===== config.mk =====
export PLATFORM = sky130hd
export DESIGN_NAME = bjr_ctrl
export DESIGN_NICKNAME = d
export VERILOG_FILES = /design/src/rtl/core/bjr_pkg.sv /design/src/rtl/core/bjr_ctrl.sv
export SDC_FILE = /design/constraint.sdc
export NUM_CORES = 1
export LEC_CHECK = 0
export BUFFER_PORTS_ARGS = -buffer_cell sky130_fd_sc_hd__clkbuf_2
export CORE_UTILIZATION = 37
export CTS_CLUSTER_SIZE = 40
export DETAILED_ROUTE_END_ITERATION = 7
export GPL_TIMING_DRIVEN = 0
export HOLD_SLACK_MARGIN = 0.02
export PLACE_DENSITY = 0.71
export RECOVER_POWER = 50
export SYNTH_ARGS = -nofsm -noshare
export SYNTH_HDL_FRONTEND = slang
export SYNTH_SLANG_ARGS = --single-unit

===== constraint.sdc =====
create_clock -name clk -period 1.09 [get_ports clk]
set_input_delay 0.0545 -clock clk [delete_from_list [all_inputs] [get_ports clk]]
set_output_delay 0.0545 -clock clk [all_outputs]
set_load 0.02 [all_outputs]

===== src/rtl/core/bjr_pkg.sv =====
// Shared types, constants and helpers for the Broyden Jacobian update block
package bjr_pkg;

    localparam int DEF_MAX_DIMS  = 8;
    localparam int DEF_MAX_OBS   = 64;
    localparam int DEF_FRAC_BITS = 16;

    localparam int FUNC_W     = 3;
    localparam int DIM_IDX_W  = 3;
    localparam int OBS_IDX_W  = 6;
    localparam int DATA_W     = 32;
    localparam int WIDE_W     = 64;
    localparam int DIMS_CFG_W = 4;
    localparam int OBS_CFG_W  = 7;
    localparam int CFG_DATA_W = 7;
    localparam int CFG_IDX_W  = 1;

    // Request function codes
    localparam logic [FUNC_W-1:0] FN_LOAD_JAC = 3'd0;
    localparam logic [FUNC_W-1:0] FN_LOAD_STEP = 3'd1;
    localparam logic [FUNC_W-1:0] FN_LOAD_RES = 3'd2;
    localparam logic [FUNC_W-1:0] FN_UPDATE = 3'd3;
    localparam logic [FUNC_W-1:0] FN_READ_JAC = 3'd4;

    // Configuration register indexes
    localparam logic [CFG_IDX_W-1:0] CFG_DIMS = 1'd0;
    localparam logic [CFG_IDX_W-1:0] CFG_OBS  = 1'd1;

    typedef enum logic [1:0] {
        ST_OK    = 2'd0,
        ST_ZERO  = 2'd1,
        ST_SAT   = 2'd2,
        ST_RANGE = 2'd3
    } status_t;

    typedef enum logic [2:0] {
        RES_NONE,
        RES_ITEM,
        RES_READ,
        RES_ZERO,
        RES_UPDATE
    } res_t;

    typedef enum logic [1:0] {
        MS_STEP,
        MS_JAC,
        MS_CORR
    } mul_src_t;

    typedef enum logic [3:0] {
        S_IDLE,
        S_EXEC,
        S_READ,
        S_SQ_MUL,
        S_SQ_ACC,
        S_SQ_CHK,
        S_COL_RD,
        S_COL_MUL,
        S_COL_ACC,
        S_COL_WR,
        S_ROW_RD,
        S_ROW_MUL,
        S_ROW_DLD,
        S_ROW_DIV,
        S_ROW_WR,
        S_FINISH
    } state_t;

    // Controller to datapath
    typedef struct packed {
        logic     capture;
        logic     item_addr;
        logic     exec_item;
        logic     mul_en;
        mul_src_t mul_src;
        logic     s_clr;
        logic     sq_acc;
        logic     acc_clr;
        logic     col_acc;
        logic     col_wr;
        logic     div_start;
        logic     row_wr;
        logic     i_clr;
        logic     i_inc;
        logic     j_clr;
        logic     j_inc;
        res_t     result;
    } cmd_t;

    // Datapath to controller
    typedef struct packed {
        logic [FUNC_W-1:0] func;
        logic              dim_ok;
        logic              obs_ok;
        logic              last_i;
        logic              last_j;
        logic              s_zero;
        logic              div_done;
    } stat_t;

    // Magnitude of a signed word as an unsigned word
    function automatic logic [DATA_W-1:0] mag32(input logic [DATA_W-1:0] v);
        mag32 = v[DATA_W-1] ? (~v + 1'b1) : v;
    endfunction

    // Clamp a wide signed value into 32 bits
    function automatic logic [DATA_W:0] sat32(input logic signed [WIDE_W-1:0] v);
        logic signed [WIDE_W-1:0] hi;
        logic signed [WIDE_W-1:0] lo;
        hi = 64'sh0000_0000_7FFF_FFFF;
        lo = -64'sh0000_0000_8000_0000;
        if (v > hi)
            sat32 = {1'b1, 32'h7FFF_FFFF};
        else if (v < lo)
            sat32 = {1'b1, 32'h8000_0000};
        else
            sat32 = {1'b0, v[DATA_W-1:0]};
    endfunction

endpackage


===== src/rtl/core/bjr_ctrl.sv =====
// Sequencer for requests and the rank-one update
module bjr_ctrl (
    input  logic           clk,
    input  logic           rst_n,
    input  logic           start,
    input  bjr_pkg::stat_t stat,
    output logic           busy,
    output bjr_pkg::cmd_t  cmd
);
    import bjr_pkg::*;

    state_t state_reg;
    state_t state_next;

    always_ff @(posedge clk or negedge rst_n)
    begin
        if (!rst_n)
            state_reg <= S_IDLE;
        else
            state_reg <= state_next;
    end

    // Next state
    always_comb
    begin
        state_next = state_reg;
        unique case (state_reg)
            S_IDLE:
                if (start)
                    state_next = S_EXEC;
            S_EXEC:
                if (stat.func == FN_UPDATE)
                    state_next = S_SQ_MUL;
                else if (stat.func == FN_READ_JAC && stat.dim_ok && stat.obs_ok)
                    state_next = S_READ;
                else
                    state_next = S_IDLE;
            S_READ:    state_next = S_IDLE;
            S_SQ_MUL:  state_next = S_SQ_ACC;
            S_SQ_ACC:  state_next = stat.last_i ? S_SQ_CHK : S_SQ_MUL;
            S_SQ_CHK:  state_next = stat.s_zero ? S_IDLE : S_COL_RD;
            S_COL_RD:  state_next = S_COL_MUL;
            S_COL_MUL: state_next = S_COL_ACC;
            S_COL_ACC: state_next = stat.last_i ? S_COL_WR : S_COL_RD;
            S_COL_WR:  state_next = stat.last_j ? S_ROW_RD : S_COL_RD;
            S_ROW_RD:  state_next = S_ROW_MUL;
            S_ROW_MUL: state_next = S_ROW_DLD;
            S_ROW_DLD: state_next = S_ROW_DIV;
            S_ROW_DIV:
                if (stat.div_done)
                    state_next = S_ROW_WR;
            S_ROW_WR:
                if (stat.last_j && stat.last_i)
                    state_next = S_FINISH;
                else
                    state_next = S_ROW_RD;
            S_FINISH:  state_next = S_IDLE;
            default:   state_next = S_IDLE;
        endcase
    end

    // Outputs
    always_comb
    begin
        cmd = '0;
        cmd.mul_src = MS_STEP;
        cmd.result  = RES_NONE;
        unique case (state_reg)
            S_IDLE:
                cmd.capture = start;
            S_EXEC:
            begin
                cmd.item_addr = 1'b1;
                cmd.exec_item = 1'b1;
                if (stat.func == FN_UPDATE)
                begin
                    cmd.s_clr = 1'b1;
                    cmd.i_clr = 1'b1;
                end
                else if (!(stat.func == FN_READ_JAC && stat.dim_ok && stat.obs_ok))
                    cmd.result = RES_ITEM;
            end
            S_READ:
                cmd.result = RES_READ;
            S_SQ_MUL:
            begin
                cmd.mul_en  = 1'b1;
                cmd.mul_src = MS_STEP;
            end
            S_SQ_ACC:
            begin
                cmd.sq_acc = 1'b1;
                if (stat.last_i)
                begin
                    cmd.i_clr = 1'b1;
                    cmd.j_clr = 1'b1;
                end
                else
                    cmd.i_inc = 1'b1;
            end
            S_SQ_CHK:
            begin
                cmd.acc_clr = 1'b1;
                if (stat.s_zero)
                    cmd.result = RES_ZERO;
            end
            S_COL_RD: ;
            S_COL_MUL:
            begin
                cmd.mul_en  = 1'b1;
                cmd.mul_src = MS_JAC;
            end
            S_COL_ACC:
            begin
                cmd.col_acc = 1'b1;
                if (!stat.last_i)
                    cmd.i_inc = 1'b1;
            end
            S_COL_WR:
            begin
                cmd.col_wr  = 1'b1;
                cmd.acc_clr = 1'b1;
                cmd.i_clr   = 1'b1;
                if (stat.last_j)
                    cmd.j_clr = 1'b1;
                else
                    cmd.j_inc = 1'b1;
            end
            S_ROW_RD: ;
            S_ROW_MUL:
            begin
                cmd.mul_en  = 1'b1;
                cmd.mul_src = MS_CORR;
            end
            S_ROW_DLD:
                cmd.div_start = 1'b1;
            S_ROW_DIV: ;
            S_ROW_WR:
            begin
                cmd.row_wr = 1'b1;
                if (stat.last_j)
                begin
                    cmd.j_clr = 1'b1;
                    cmd.i_inc = !stat.last_i;
                end
                else
                    cmd.j_inc = 1'b1;
            end
            S_FINISH:
                cmd.result = RES_UPDATE;
            default: ;
        endcase
    end

    assign busy = (state_reg != S_IDLE);

endmodule


==> results.sh, run 1 <==
export IMPL_synth_seq_cells=4
export IMPL_compound_gate_portion_of_the_synthesized_area=0.321
export IMPL_cts_root_buffer_cell="sky130_fd_sc_hd__clkbuf_4"
export IMPL_stop_stage="global routing (5_1_grt)"
export IMPL_synth_top_family_by_area="simple AND/OR/NAND/NOR gates"
export IMPL_netlist_cell_type_count=34
export IMPL_placed_cells=140
export IMPL_placement_io_buffers=31
export IMPL_worst_setup_endpoint_after_the_global_route_repair_timing="cmd[6]"
export IMPL_synth_edf_count=0
export IMPL_post_synth_cell_area_avg_um2=6.42
export IMPL_die_extent_in_y_um=42.2
export IMPL_synthMuxAreaShare=0.0168
export IMPL_initial_standard_cell_utilization_of_the_core=0.396
export IMPL_synthesis_area_um2=597
export IMPL_post_synth_xor_area_fraction=0
export IMPL_synth_main_ff_cell="sky130_fd_sc_hd__dfrtp_1"
export IMPL_dp_hpwl_um=1450
export IMPL_dpl_instance_area_um2=905
export IMPL_syn_instance_count=93
export IMPL_grt_max_degree=11
export IMPL_pin_count=33
export IMPL_synth_warning_count=0
export IMPL_synth_simple_gate_area_share=0.392
export IMPL_tritoncts_num_buffers=3
export IMPL_synthAdderAreaFrac=0
export IMPL_async_reset_ff_frac=1.00
export IMPL_count_of_clock_tree_sinks=4
export IMPL_portion_of_the_post_synthesis_area_used_by_sequential_elements=0.168
export IMPL_worstEndpointType="primary output"
export IMPL_run_status="aborted with a tool error"
export IMPL_cts_root_to_sink_buffers=2
export IMPL_row_count=14
export IMPL_htree_levels=1
export IMPL_gp_congestion=0.911
export IMPL_die_w_um=42.2
export IMPL_toolErrorMsg="[ERROR DPL-0038] Utilization greater than 100%, impossible to legalize"
export IMPL_synthesis_nets=105
## cell families after synthesis
kind of cell           after synthesis
buffers and inverters               12
flip-flops                           4
multiplexers                         1
AO/OA/AOI/OAI                       30
AND/OR/NAND/NOR                     46
## per-stage QoR
step,setup slack [ns],utilization
CTS,-0.454,0.901
floorplan,-0.154,-
detailed placement,-0.270,0.600
global placement,-0.270,0.600
## timing repair
item / CTS
setup buffers: 18
setup endpoints to repair: 25
resized for setup: 63
endpoints found under the hold margin: 4
gates cloned: 2
hold buffers: 1
pin swaps: 14
## Yosys cell counts, drive strengths merged, types with 2 or more instances
cell type | instances | share of area
or3 | 2 | 0.021
nand2 | 9 | 0.057
inv | 2 | 0.013
nor2 | 13 | 0.082
nand3b | 4 | 0.050
dfrtp | 4 | 0.17
o311ai | 2 | 0.029
nand2b | 4 | 0.042
nor3 | 8 | 0.075
a21oi | 13 | 0.11
buf | 9 | 0.084
o21ai | 4 | 0.034
==> run 2, diff against run 1 <==
--- a/config.mk
+++ b/config.mk
@@ -6,12 +6,11 @@
 export NUM_CORES = 1
 export LEC_CHECK = 0
 export BUFFER_PORTS_ARGS = -buffer_cell sky130_fd_sc_hd__clkbuf_2
-export CORE_UTILIZATION = 37
-export CTS_CLUSTER_SIZE = 40
+export CORE_AREA = 2 2 63 65
 export DETAILED_ROUTE_END_ITERATION = 7
+export DIE_AREA = 0 0 65 67
 export GPL_TIMING_DRIVEN = 0
-export HOLD_SLACK_MARGIN = 0.02
-export PLACE_DENSITY = 0.71
+export PLACE_DENSITY_LB_ADDON = 0.15
 export RECOVER_POWER = 50
 export SYNTH_ARGS = -nofsm -noshare
 export SYNTH_HDL_FRONTEND = slang
==> constraint.sdc (replaced) <==
create_clock -name clk -period 1.4 [get_ports clk]
set_input_delay 0.07 -clock clk [delete_from_list [all_inputs] [get_ports clk]]
set_output_delay 0.07 -clock clk [all_outputs]
set_load 0.02 [all_outputs]
==> results.sh, run 2 <==
export IMPL_dp_hpwl_um=1720
export IMPL_netlist_area_leader_share=0.168
export IMPL_power_leakage_nw=0.542
export IMPL_tritoncts_num_buffers=3
export IMPL_post_cts_clock_slew_at_the_launch_and_capture_registers_of_the_worst_setup_and_hold_paths_ns=0.03
export IMPL_final_min_clock_period_ns=1.52
export IMPL_instances_no_fill=190
export IMPL_cts_root_to_sink_buffers=2
export IMPL_diodes=0
export IMPL_antenna_left=0
export IMPL_irDropWorstVdd_uv=1010
export IMPL_detail_route_wl_per_cell_um=13.9
export IMPL_final_max_slew_viol_count=0
export IMPL_synth_seq_cells=4
export IMPL_finish_net_count=156
export IMPL_synth_top_cells_by_area="sky130_fd_sc_hd__dfrtp_1 17%, sky130_fd_sc_hd__a21oi_1 11%, sky130_fd_sc_hd__nor2_1 8.2%, sky130_fd_sc_hd__buf_2 5.9%, sky130_fd_sc_hd__nor3_1 5.9%"
export IMPL_netlist_cell_type_count=34
export IMPL_switching_power_mw=1.11
export IMPL_async_reset_ff_frac=1.00
export IMPL_synthesis_nets=105
export IMPL_synth_main_ff_cell="sky130_fd_sc_hd__dfrtp_1"
export IMPL_post_synth_cell_area_avg_um2=6.42
export IMPL_syn_instance_count=93
export IMPL_setup_violations_final=10
export IMPL_die_area_um2=4360
export IMPL_detail_route_drc_violations=0
export IMPL_timing_max_slew_rel_slack=0.807
export IMPL_p_comb_frac=0.799
export IMPL_grt_use_total=0.126
export IMPL_tritoncts="yes"
export IMPL_placed_cells=172
export IMPL_critPathCaptureType="primary output"
export IMPL_seq_power_share=0.097
export IMPL_worst_endpoint_arrival_ns=1.45
export IMPL_synth_edf_count=0
export IMPL_achievable_frequency_mhz=658
export IMPL_ys_top_cells_by_count="13 x sky130_fd_sc_hd__a21oi_1, 13 x sky130_fd_sc_hd__nor2_1, 9 x sky130_fd_sc_hd__nand2_1"
export IMPL_multi_input_comb_area_um2=534
export IMPL_tightest_slew_ns=0.285
export IMPL_hold_path_class="input port to flip-flop"
export IMPL_die_extent_in_y_um=67
export IMPL_pin_count=33
export IMPL_clock_latency_ns=0.22
export IMPL_run_status="finished, violations left"
export IMPL_synthesis_area_um2=597
export IMPL_swShare=0.462
export IMPL_drt_pre_antenna_iters=4
export IMPL_worstSetupPathType="flip-flop to primary output"
export IMPL_finalHoldViolCount=0
export IMPL_clock_skew_ns=0.00171
export IMPL_largest_register_ff_count=4
export IMPL_power_mw=2.40
export IMPL_drtIter0Drc=35
export IMPL_num_vias=915
export IMPL_synth_warning_count=0
export IMPL_ratio_of_final_minimum_period_to_clock_period=1.08
export IMPL_p_clk_frac=0.104
export IMPL_row_count=22
export IMPL_placeableCoreArea_um2=3610
export IMPL_power_per_cell_area_nw_per_um2=1970
export IMPL_area_growth_pct=105
export IMPL_cell_internal_pwr_mw=1.29
export IMPL_grt_max_degree=11
export IMPL_gp_congestion=0.805
export IMPL_portion_of_the_post_synthesis_area_used_by_sequential_elements=0.168
export IMPL_fin_ws_ns=-0.119
export IMPL_die_w_um=65
export IMPL_final_cell_mix="17 x sky130_fd_sc_hd__clkbuf_2, 17 x sky130_fd_sc_hd__buf_4, 10 x sky130_fd_sc_hd__buf_6, 10 x sky130_fd_sc_hd__nor2_1, 10 x sky130_fd_sc_hd__a21oi_1"
export IMPL_placement_io_buffers=31
export IMPL_globalRoute_totalOverflow=0
export IMPL_final_core_utilization=0.339
export IMPL_via_count_of_the_first_global_routing_pass=884
export IMPL_initial_standard_cell_utilization_of_the_core=0.166
export IMPL_grt_pass1_wl_um=4200
export IMPL_postRouteWirelength_um=2640
export IMPL_register_cell_area_after_layout_um2=103
export IMPL_drive_gt1_frac=0.549
export IMPL_yosys_area_top_type="sky130_fd_sc_hd__dfrtp_1"
export IMPL_cts_root_buffer_cell="sky130_fd_sc_hd__clkbuf_8"
export IMPL_cp_required_ns=1.33
export IMPL_critical_path_peak_fanout=10
export IMPL_viasPerCell=4.82
export IMPL_violated_checks="negative setup slack"
export IMPL_rsz_0062_raised_after_global_routing="yes"
export IMPL_antenna_violations_before_repair=0
export IMPL_start_kind="flip-flop"
export IMPL_max_cap_viol_count=0
export IMPL_htree_levels=1
export IMPL_num_fill_cells=375
export IMPL_count_of_clock_tree_sinks=4
==> run 2: cell counts after synthesis <==
No cell type changed its count.
==> run 2: logic make-up (layout without fill, tap and decap cells) <==
family,count (synthesis),after routing,synth area share
muxes,1,1,0.0168
DFF,4,4,0.168
and+or+nand+nor,46,46,0.392
AOI/OAI and AO/OA,30,30,0.321
buffers and inverters,12,61,0.103
==> run 2: layer usage <==
layer  vias up  track usage  routed length (um)
met3         4       0.0220                 155
met4         0       0.0665                  40
met2        35        0.227                1390
li1        444            -                   -
met5         -            0                   0
met1       432        0.141                1060
==> run 2: what timing repair did <==
action | in CTS | in global routing
cloned | 0 | 0
gates resized for setup | 43 | 34
pin swaps | 7 | 7
endpoints found under the hold margin | 4 | 0
hold buffers | 1 | 0
endpoints found under the setup margin | 22 | 19
setup buffers | 12 | 4
==> run 2: power by group through the flow <==
stage          clock network (mW)  registers [mW]  logic [mW]
3_3_place_gp                    0           0.199        1.24
2_1_floorplan                   0           0.185       0.893
6_report                    0.251           0.232        1.92
3_5_place_dp                    0           0.195        1.23
4_1_cts                     0.255           0.216        1.66
5_1_grt                     0.265           0.234        2.04
==> run 2: layout make-up <==
class                           count  area share
Buffer                              8      0.0736
Clock buffer                        3      0.0337
Inverter                            2      0.0102
Multi-Input combinational cell     77       0.437
Sequential cell                     4      0.0838
Tap cell                           48      0.0491
Timing Repair Buffer               48       0.313
==> run 2: worst max-delay path, cell delays in order, from the launching register on <==
cell,delay (ns)
sky130_fd_sc_hd__dfrtp_2,0.44
sky130_fd_sc_hd__clkinv_4,0.12
sky130_fd_sc_hd__or3_1,0.37
sky130_fd_sc_hd__a21oi_1,0.13
sky130_fd_sc_hd__buf_4,0.16
==> run 2: worst paths after layout <==
check / from / end / slack, ns / cells past startpoint
max in group asynchronous: rst_n / state_reg[1]$_DFFE_PN0P_ / 1.00 / 2
min reg2reg: state_reg[0]$_DFFE_PN0P_ / state_reg[3]$_DFFE_PN0P_ / 0.80 / 3
min: start / state_reg[0]$_DFFE_PN0P_ / 0.14 / 3
min in group asynchronous: rst_n / state_reg[2]$_DFFE_PN0P_ / 0.20 / 2
max reg2reg: state_reg[3]$_DFFE_PN0P_ / state_reg[2]$_DFFE_PN0P_ / 0 / 6
max: state_reg[0]$_DFFE_PN0P_ / cmd[3] / -0.12 / 4
==> run 2: through the flow <==
step	setup TNS, ns	area (um2)	setup slack [ns]	hold slack [ns]
after floorplan	-0.00249	611	-0.00249	-0.226
after global placement	-0.381	826	-0.0715	-0.123
after detailed placement	-0.162	826	-0.0518	-0.120
after CTS	-0.423	1120	-0.0846	0.143
after global routing	-1.16	1220	-0.158	0.153
final	-0.479	1220	-0.119	0.139
No activity file was read; power rests on OpenSTA's default activity.
